<file path="src/rtl/lprp_pkg.sv">
package lprp_pkg;

	localparam int unsigned WIDE_BYTES   = 8;
	localparam int unsigned NARROW_BYTES = 4;
	localparam int unsigned LEN_W        = 8 * NARROW_BYTES;
	localparam int unsigned VALUE_W      = 8 * WIDE_BYTES;
	localparam int unsigned CNT_W        = $clog2(WIDE_BYTES);

	typedef enum logic [3:0] {
		FLD_AMOUNT     = 4'd0,
		FLD_SENDER_LEN = 4'd1,
		FLD_SENDER     = 4'd2,
		FLD_RECIP_LEN  = 4'd3,
		FLD_RECIP      = 4'd4,
		FLD_KEY_LEN    = 4'd5,
		FLD_KEY        = 4'd6,
		FLD_FEE        = 4'd7,
		FLD_SIG_LEN    = 4'd8,
		FLD_SIG        = 4'd9,
		FLD_EXCESS     = 4'd10
	} field_t;

	typedef enum logic [1:0] {
		ST_BUSY  = 2'd0,
		ST_VALID = 2'd1,
		ST_TRUNC = 2'd2,
		ST_TRAIL = 2'd3
	} status_t;

	typedef struct packed {
		field_t               field_code;
		logic [7:0]           byte_out;
		logic                 content_byte;
		logic                 value_ready;
		logic [VALUE_W-1:0]   field_value;
		logic                 record_end;
		status_t              status;
	} result_t;

endpackage

</file>
<file path="src/rtl/lprp_stream_if.sv">
interface lprp_in_if;
	logic       valid;
	logic       ready;
	logic [7:0] data_byte;
	logic       last_byte;

	modport source (output valid, output data_byte, output last_byte, input ready);
	modport sink (input valid, input data_byte, input last_byte, output ready);
endinterface

interface lprp_out_if;
	logic        valid;
	logic        ready;
	logic [3:0]  field_code;
	logic [7:0]  byte_out;
	logic        content_byte;
	logic        value_ready;
	logic [63:0] field_value;
	logic        record_end;
	logic [1:0]  status;

	modport source (
		output valid, output field_code, output byte_out, output content_byte,
		output value_ready, output field_value, output record_end, output status,
		input ready
	);
	modport sink (
		input valid, input field_code, input byte_out, input content_byte,
		input value_ready, input field_value, input record_end, input status,
		output ready
	);
endinterface

</file>
<file path="src/rtl/length_prefixed_record_parser_unit.sv">
// An accepted byte waits in the input register until the result register can take it.
// Throughput: one byte per cycle unless the output stalls; the parser state is updated as
// the input register moves into the result register, so nothing waits on the previous byte.
// Reset (arst_n low, asynchronous): both register stages empty, parser back at the
// amount field with no bytes counted and no error held.
module length_prefixed_record_parser_unit (
	input logic clk,
	input logic arst_n,
	lprp_in_if.sink ingress,
	lprp_out_if.source egress
);
	import lprp_pkg::*;

	logic              valid_s1;
	logic [7:0]        byte_s1;
	logic              last_s1;
	logic              valid_s2;
	result_t           res_s2;

	field_t            fidx_q, fidx_d;
	logic [CNT_W-1:0]  cnt_q, cnt_d;
	logic [LEN_W-1:0]  rem_q, rem_d;
	logic [VALUE_W-1:0] acc_q, acc_d;
	logic              trail_q, trail_d;

	logic              out_free;
	logic              advance;
	result_t           res_d;
	logic [VALUE_W-1:0] merged;
	logic [LEN_W-1:0]  rem_dec;
	logic              wide;
	logic              num_done;

	assign out_free      = !valid_s2 || egress.ready;
	assign advance       = valid_s1 && out_free;
	assign ingress.ready = !valid_s1 || advance;

	always_comb begin
		fidx_d  = fidx_q;
		cnt_d   = cnt_q;
		rem_d   = rem_q;
		acc_d   = acc_q;
		trail_d = trail_q;
		merged  = acc_q;
		merged[{cnt_q, 3'b000} +: 8] = acc_q[{cnt_q, 3'b000} +: 8] | byte_s1;
		rem_dec = (rem_q != '0) ? rem_q - LEN_W'(1) : rem_q;
		wide    = (fidx_q == FLD_AMOUNT) || (fidx_q == FLD_FEE);
		num_done = wide ? (cnt_q == CNT_W'(WIDE_BYTES - 1))
		                : (cnt_q >= CNT_W'(NARROW_BYTES - 1));

		res_d.field_code   = fidx_q;
		res_d.byte_out     = byte_s1;
		res_d.content_byte = 1'b0;
		res_d.value_ready  = 1'b0;
		res_d.field_value  = '0;
		res_d.record_end   = last_s1;
		res_d.status       = ST_BUSY;

		if (fidx_q >= FLD_EXCESS) begin
			res_d.field_code = FLD_EXCESS;
			trail_d = 1'b1;
		end else begin
			case (fidx_q) inside
				FLD_SENDER, FLD_RECIP, FLD_KEY, FLD_SIG: begin
					res_d.content_byte = 1'b1;
					rem_d = rem_dec;
					if (rem_dec == '0)
						fidx_d = field_t'(fidx_q + 4'd1);
				end
				default: begin
					if (num_done) begin
						res_d.value_ready = 1'b1;
						res_d.field_value = merged;
						acc_d = '0;
						cnt_d = '0;
						if (wide) begin
							fidx_d = field_t'(fidx_q + 4'd1);
						end else if (merged[LEN_W-1:0] != '0) begin
							// non-empty length: step into its content field
							fidx_d = field_t'(fidx_q + 4'd1);
							rem_d  = merged[LEN_W-1:0];
						end else begin
							fidx_d = field_t'(fidx_q + 4'd2);
							rem_d  = '0;
						end
					end else begin
						acc_d = merged;
						cnt_d = cnt_q + CNT_W'(1);
					end
				end
			endcase
		end

		if (last_s1) begin
			if (trail_d)
				res_d.status = ST_TRAIL;
			else if (fidx_d >= FLD_EXCESS)
				res_d.status = ST_VALID;
			else
				res_d.status = ST_TRUNC;
			fidx_d  = FLD_AMOUNT;
			cnt_d   = '0;
			rem_d   = '0;
			acc_d   = '0;
			trail_d = 1'b0;
		end
	end

	always_ff @(posedge clk or negedge arst_n) begin
		if (!arst_n) begin
			valid_s1 <= 1'b0;
			valid_s2 <= 1'b0;
			fidx_q   <= FLD_AMOUNT;
			cnt_q    <= '0;
			rem_q    <= '0;
			acc_q    <= '0;
			trail_q  <= 1'b0;
		end else begin
			if (ingress.ready)
				valid_s1 <= ingress.valid;
			if (out_free)
				valid_s2 <= valid_s1;
			if (advance) begin
				fidx_q  <= fidx_d;
				cnt_q   <= cnt_d;
				rem_q   <= rem_d;
				acc_q   <= acc_d;
				trail_q <= trail_d;
			end
		end
	end

	always_ff @(posedge clk) begin
		if (ingress.ready && ingress.valid) begin
			byte_s1 <= ingress.data_byte;
			last_s1 <= ingress.last_byte;
		end
		if (advance)
			res_s2 <= res_d;
	end

	assign egress.valid        = valid_s2;
	assign egress.field_code   = res_s2.field_code;
	assign egress.byte_out     = res_s2.byte_out;
	assign egress.content_byte = res_s2.content_byte;
	assign egress.value_ready  = res_s2.value_ready;
	assign egress.field_value  = res_s2.field_value;
	assign egress.record_end   = res_s2.record_end;
	assign egress.status       = res_s2.status;

endmodule

</file>
<file path="src/flat_wrapper.sv">
// flat-port wrapper written by rule: the top's interface ports become plain ports
module length_prefixed_record_parser_unit_flat import lprp_pkg::*;
  (clk, arst_n, ingress_valid, ingress_data_byte, ingress_last_byte, ingress_ready, egress_valid, egress_field_code, egress_byte_out, egress_content_byte, egress_value_ready, egress_field_value, egress_record_end, egress_status, egress_ready);
  lprp_in_if ingress_i ();
  lprp_out_if egress_i ();
  input logic clk;
  input logic arst_n;
  input wire logic [$bits(ingress_i.valid)-1:0] ingress_valid;
  input wire logic [$bits(ingress_i.data_byte)-1:0] ingress_data_byte;
  input wire logic [$bits(ingress_i.last_byte)-1:0] ingress_last_byte;
  output wire logic [$bits(ingress_i.ready)-1:0] ingress_ready;
  output wire logic [$bits(egress_i.valid)-1:0] egress_valid;
  output wire logic [$bits(egress_i.field_code)-1:0] egress_field_code;
  output wire logic [$bits(egress_i.byte_out)-1:0] egress_byte_out;
  output wire logic [$bits(egress_i.content_byte)-1:0] egress_content_byte;
  output wire logic [$bits(egress_i.value_ready)-1:0] egress_value_ready;
  output wire logic [$bits(egress_i.field_value)-1:0] egress_field_value;
  output wire logic [$bits(egress_i.record_end)-1:0] egress_record_end;
  output wire logic [$bits(egress_i.status)-1:0] egress_status;
  input wire logic [$bits(egress_i.ready)-1:0] egress_ready;
  assign ingress_i.valid = ingress_valid;
  assign ingress_i.data_byte = ingress_data_byte;
  assign ingress_i.last_byte = ingress_last_byte;
  assign ingress_ready = ingress_i.ready;
  assign egress_valid = egress_i.valid;
  assign egress_field_code = egress_i.field_code;
  assign egress_byte_out = egress_i.byte_out;
  assign egress_content_byte = egress_i.content_byte;
  assign egress_value_ready = egress_i.value_ready;
  assign egress_field_value = egress_i.field_value;
  assign egress_record_end = egress_i.record_end;
  assign egress_status = egress_i.status;
  assign egress_i.ready = egress_ready;
  length_prefixed_record_parser_unit u_core (.clk(clk), .arst_n(arst_n), .ingress(ingress_i), .egress(egress_i));
endmodule
</file>
<file path="config.mk">
export PLATFORM = sky130hd
export DESIGN_NAME = length_prefixed_record_parser_unit_flat
export DESIGN_NICKNAME = d
export VERILOG_FILES = /design/src/rtl/lprp_pkg.sv /design/src/rtl/lprp_stream_if.sv /design/src/rtl/length_prefixed_record_parser_unit.sv /design/src/flat_wrapper.sv
export SDC_FILE = /design/constraint.sdc
export NUM_CORES = 1
export LEC_CHECK = 0
export ABC_AREA = 1
export ABC_CLOCK_PERIOD_IN_PS = 3250
export BUFFER_PORTS_ARGS = -buffer_cell sky130_fd_sc_hd__buf_2
export CAP_MARGIN = 30
export CORE_UTILIZATION = 54
export CTS_CLUSTER_SIZE = 16
export DETAILED_ROUTE_END_ITERATION = 7
export GPL_TIMING_DRIVEN = 0
export PLACE_DENSITY = 0.76
export SYNTH_ARGS = -nofsm -noshare
export SYNTH_HDL_FRONTEND = slang
export SYNTH_SLANG_ARGS = --single-unit
</file>
<file path="constraint.sdc">
create_clock -name clk -period 3.25 [get_ports clk]
set_input_delay 0.325 -clock clk [delete_from_list [all_inputs] [get_ports clk]]
set_output_delay 0.325 -clock clk [all_outputs]
set_load 0.02 [all_outputs]
</file>
==> summary.md <==
| Metric | Value |
|---|---|
| Slowest CP cell | sky130_fd_sc_hd__dfrtp_1 |
| Post-CTS clock slew at the launch and capture registers of the worst setup and hold paths | approximately 0.080 ns |
| Worst slew margin relative to its limit | 0.449 |
| Core occupancy in the finished layout | 0.664 |
| Clock Latency Late Sink | around 0.45 ns |
| Number of clock buffers inserted by TritonCTS | 17 |
| Count of inserted antenna diode cells | 0 |
| Average cell area after synthesis | roughly 8.3 um2 |
| Pre-CTS setup slack | -0.628 ns |
| Cell repeated most along the worst path | sky130_fd_sc_hd__nand2_1 |
| Layout Skew | between 0.01 and 0.015 ns |
| Ordered list of cells on the worst path | buf_6 -> buf_4 -> buf_2 -> nand3_1 -> nand3_1 -> nand3_2 -> o21ai_4 -> nand2_1 -> nor2_1 -> nand2_1 -> nor2_4 -> nand3_2 -> buf_4 -> buf_4 -> buf_4 -> nand2_1 -> o21ai_2 -> inv_1 -> nand2_1 -> nand2_1 -> nand2_1 -> nand2_1 |
| Average detailed-routed wire length per instance | between 15 and 20 um |
| Layout cells sized above 1 | 0.208 |
| Period Utilization, post-route | 1.05 |
| Min setup slack post-route | -0.156 ns |
| Final design instance area without fill | ~13000 um2 |
| Post-synth top flop | sky130_fd_sc_hd__dfrtp_1 |
| Mapped cell area | between 10000 and 15000 um2 |
| Weighted congestion reported at the end of routability-driven placement | 0.954 |
| Floorplan die width | around 140 um |
| CTS HTree Levels | 4 |
| Detail Route Antenna Nets | 0 |
| Flop and latch count out of synthesis | 196 |
| Proportion of synthesized flip-flops having asynchronous set or reset | 0.541 |
| Setup crit end kind | register |
| Net count after synthesis | around 1300 |
| Sink Count | between 150 and 200 |
| Detailed-route wire length | between 30 and 40 mm |
| Core region area | roughly 19000 um2 |
| Worst setup SP type | register |
| Status | finished with violations |
| Post-route DRC violation count | 0 |
| Cell with the most instances after synthesis | sky130_fd_sc_hd__nand2_1 |
| Synth area leaders | sky130_fd_sc_hd__edfxtp_1, sky130_fd_sc_hd__dfrtp_1, sky130_fd_sc_hd__nand2_1 |
| Clock tree from TritonCTS | built |
| Via count of the first global-routing pass | 9273 |
| Cell accounting for the most synthesized area | sky130_fd_sc_hd__edfxtp_1 |
| Global-route wire length before repair | 50.0 mm |
| Total instance count after detailed placement | between 1500 and 2000 |
| Worst-path maximum fanout | 10 |
| Number of hold-slack violations in the final timing report | 0 |
| Critical path type | register to register |
| Number of instances in the synthesized netlist | approximately 1300 |
| Post-Place Cell Area | around 12000 um2 |
| Max Fclk | about 290 MHz |
| Tmin final | between 3 and 4 ns |
| Total of max-cap violations | 0 |
| Class of the most critical hold timing path | input port to register |
| Worst EP arrival | 3.79 ns |
| Global-route congestion overflow total | 0 |
| Y dimension of the die | between 100 and 150 um |
| Number of iterations in the first detailed-routing pass | 8 |
| Final #Nets | between 1000 and 1500 |
| Die Outline Area | around 20000 um2 |
| Iteration-0 DRC count of the detailed router | a little under 1000 |
| Netlist cell types | 42 |
| Initial core utilization | 0.550 |
| Port Buf Inserts | 95 |
| Root cell of the clock tree | sky130_fd_sc_hd__clkbuf_16 |
| Most frequent cells after synthesis | sky130_fd_sc_hd__nand2_1, sky130_fd_sc_hd__nor2_1, sky130_fd_sc_hd__inv_1 |
| Final cell count without fillers | about 1700 |
| Pin slew with the least headroom to its limit | around 0.82 ns |
| Post-DP HPWL | around 22 mm |
| Worst endpoint required time | 3.64 ns |
| Number of failing setup endpoints in the final timing report | 3 |
| Unrepaired setup endpoints after global routing | true |
| Global-route total usage across every layer | 0.328 |
| Fin. max-slew vios | 0 |
| Area delta synth->final | 20.7% |
| Total via count after detailed routing | 9884 |
| Share of the synthesized area in the top cell type | 0.252 |
| Synth Warn # | 0 |
| Total number of placement rows | 51 |
| Category of cells accounting for the largest share of critical-path delay | simple AND/OR/NAND/NOR gates |
| Share of synthesized area occupied by flip-flops and latches | 0.500 |
| Number of buffers and inverters on the critical path | 7 |
| Pin count of the biggest net entering global routing | between 90 and 100 |
| Maximum single-stage delay on the critical path | 0.39 ns |
| Violations in the final reports | setup timing |
| EDFF count, synth | 90 |
| Buffers from clock root to sink, at most | 2 |
| Per-cell via count in the routed design | around 5.7 |
| Ports | 96 |
| Antenna violations before repair | 0 |
flip-flops by register name (all words and copies together) (netlist names):
name	count
u_core.egress.valid	1
u_core.egress.content_byte	1
u_core.valid_s1	1
u_core.fidx_q	4
u_core.egress.status	2
u_core.egress.record_end	1
u_core.trail_q	1
u_core.last_s1	1
u_core.rem_q	32
u_core.cnt_q	3
u_core.egress.field_code	4
u_core.egress.field_value	64
u_core.byte_s1	8
u_core.egress.value_ready	1
u_core.acc_q	64
u_core.egress.byte_out	8
kinds of logic after synthesis:
logic type,share of synthesized area
simple gates,0.264
buf+inv,0.0842
flops,0.500
compound gates,0.105
xor+xnor,0.0262
fa+ha+maj,0.0129
mux,0.00748
layout make-up:
class                      count  area (um2)
fill                        1582        6540
sequential                   196        5360
multi-input combinational    882        4750
timing repair buffer         144         940
inverter                     151         602
clock buffer                  17         425
buffer                        59         358
tap                          265         332
clock inverter                15         164
metrics by stage:
stage / hold slack (ns) / setup TNS (ns)
2_1_floorplan: 0.0294 / 0
3_3_place_gp: 0.431 / -19.64
3_5_place_dp: 0.164 / -6.97
4_1_cts: 0.0499 / -0.0320
5_1_grt: 0.0431 / -6.40
6_report: 0.0536 / -0.444
metal layers:
layer | GRT usage | routed length, um | up-vias | part of all wire
met1 | 0.416 | 12800 | 4604 | 0.39
li1 | - | - | 4594 | -
met3 | 0.0537 | 2440 | 144 | 0.075
met2 | 0.527 | 15400 | 542 | 0.47
met4 | 0.206 | 1980 | 0 | 0.061
met5 | 0 | 0 | - | 0
path summary, 6_finish.rpt:
check	start	end	slack [ns]	depth (start not counted)
min reg2reg	u_core.byte_s1[5]	u_core.egress.byte_out[5]	0.45	0
max reg2reg	u_core.cnt_q[1]	u_core.fidx_q[0]	-0.16	22
min	ingress_data_byte[2]	u_core.byte_s1[2]	0.05	1
max	u_core.cnt_q[1]	u_core.fidx_q[0]	-0.16	22
min in group asynchronous	arst_n	u_core.fidx_q[0]	0.27	2
max in group asynchronous	arst_n	u_core.acc_q[47]	2.24	3
cell usage in the layout (no fill, tap or decap), types with 3 or more instances in the layout:
master,instances
sky130_fd_sc_hd__buf_6,12
sky130_fd_sc_hd__o21ai_2,7
sky130_fd_sc_hd__buf_1,3
sky130_fd_sc_hd__dfrtp_1,105
sky130_fd_sc_hd__buf_8,3
sky130_fd_sc_hd__inv_1,137
sky130_fd_sc_hd__nand3_4,6
sky130_fd_sc_hd__edfxtp_1,90
sky130_fd_sc_hd__inv_4,7
sky130_fd_sc_hd__xor2_1,32
sky130_fd_sc_hd__o21ai_0,64
sky130_fd_sc_hd__clkbuf_16,17
sky130_fd_sc_hd__nand3_2,15
sky130_fd_sc_hd__inv_2,5
sky130_fd_sc_hd__nor3_1,4
sky130_fd_sc_hd__nor2_1,179
sky130_fd_sc_hd__nor4_1,3
sky130_fd_sc_hd__buf_2,105
sky130_fd_sc_hd__ha_1,8
sky130_fd_sc_hd__nor2_2,6
sky130_fd_sc_hd__nand3_1,101
sky130_fd_sc_hd__clkbuf_1,30
sky130_fd_sc_hd__nor3_2,3
sky130_fd_sc_hd__nand2_2,20
sky130_fd_sc_hd__o21ai_1,3
sky130_fd_sc_hd__mux2i_1,8
sky130_fd_sc_hd__nand4_1,17
sky130_fd_sc_hd__o21ai_4,12
sky130_fd_sc_hd__a21oi_1,29
sky130_fd_sc_hd__buf_4,42
sky130_fd_sc_hd__nand2_1,269
sky130_fd_sc_hd__clkinvlp_4,3
sky130_fd_sc_hd__inv_8,6
sky130_fd_sc_hd__nor2_4,7
sky130_fd_sc_hd__o22ai_1,70
timing repair:
item / in CTS / in global routing
resized for setup: 64 / 22
buffers inserted: 24 / 19
hold buffers: 1 / 0
endpoints found under the hold margin: 12 / 0
pin swaps: 25 / 19
gates cloned: 1 / 0
endpoints found under the setup margin: 93 / 125
Power is not shown: default switching activity piles up to over one toggle a cycle in this logic, so the estimate is an artifact.
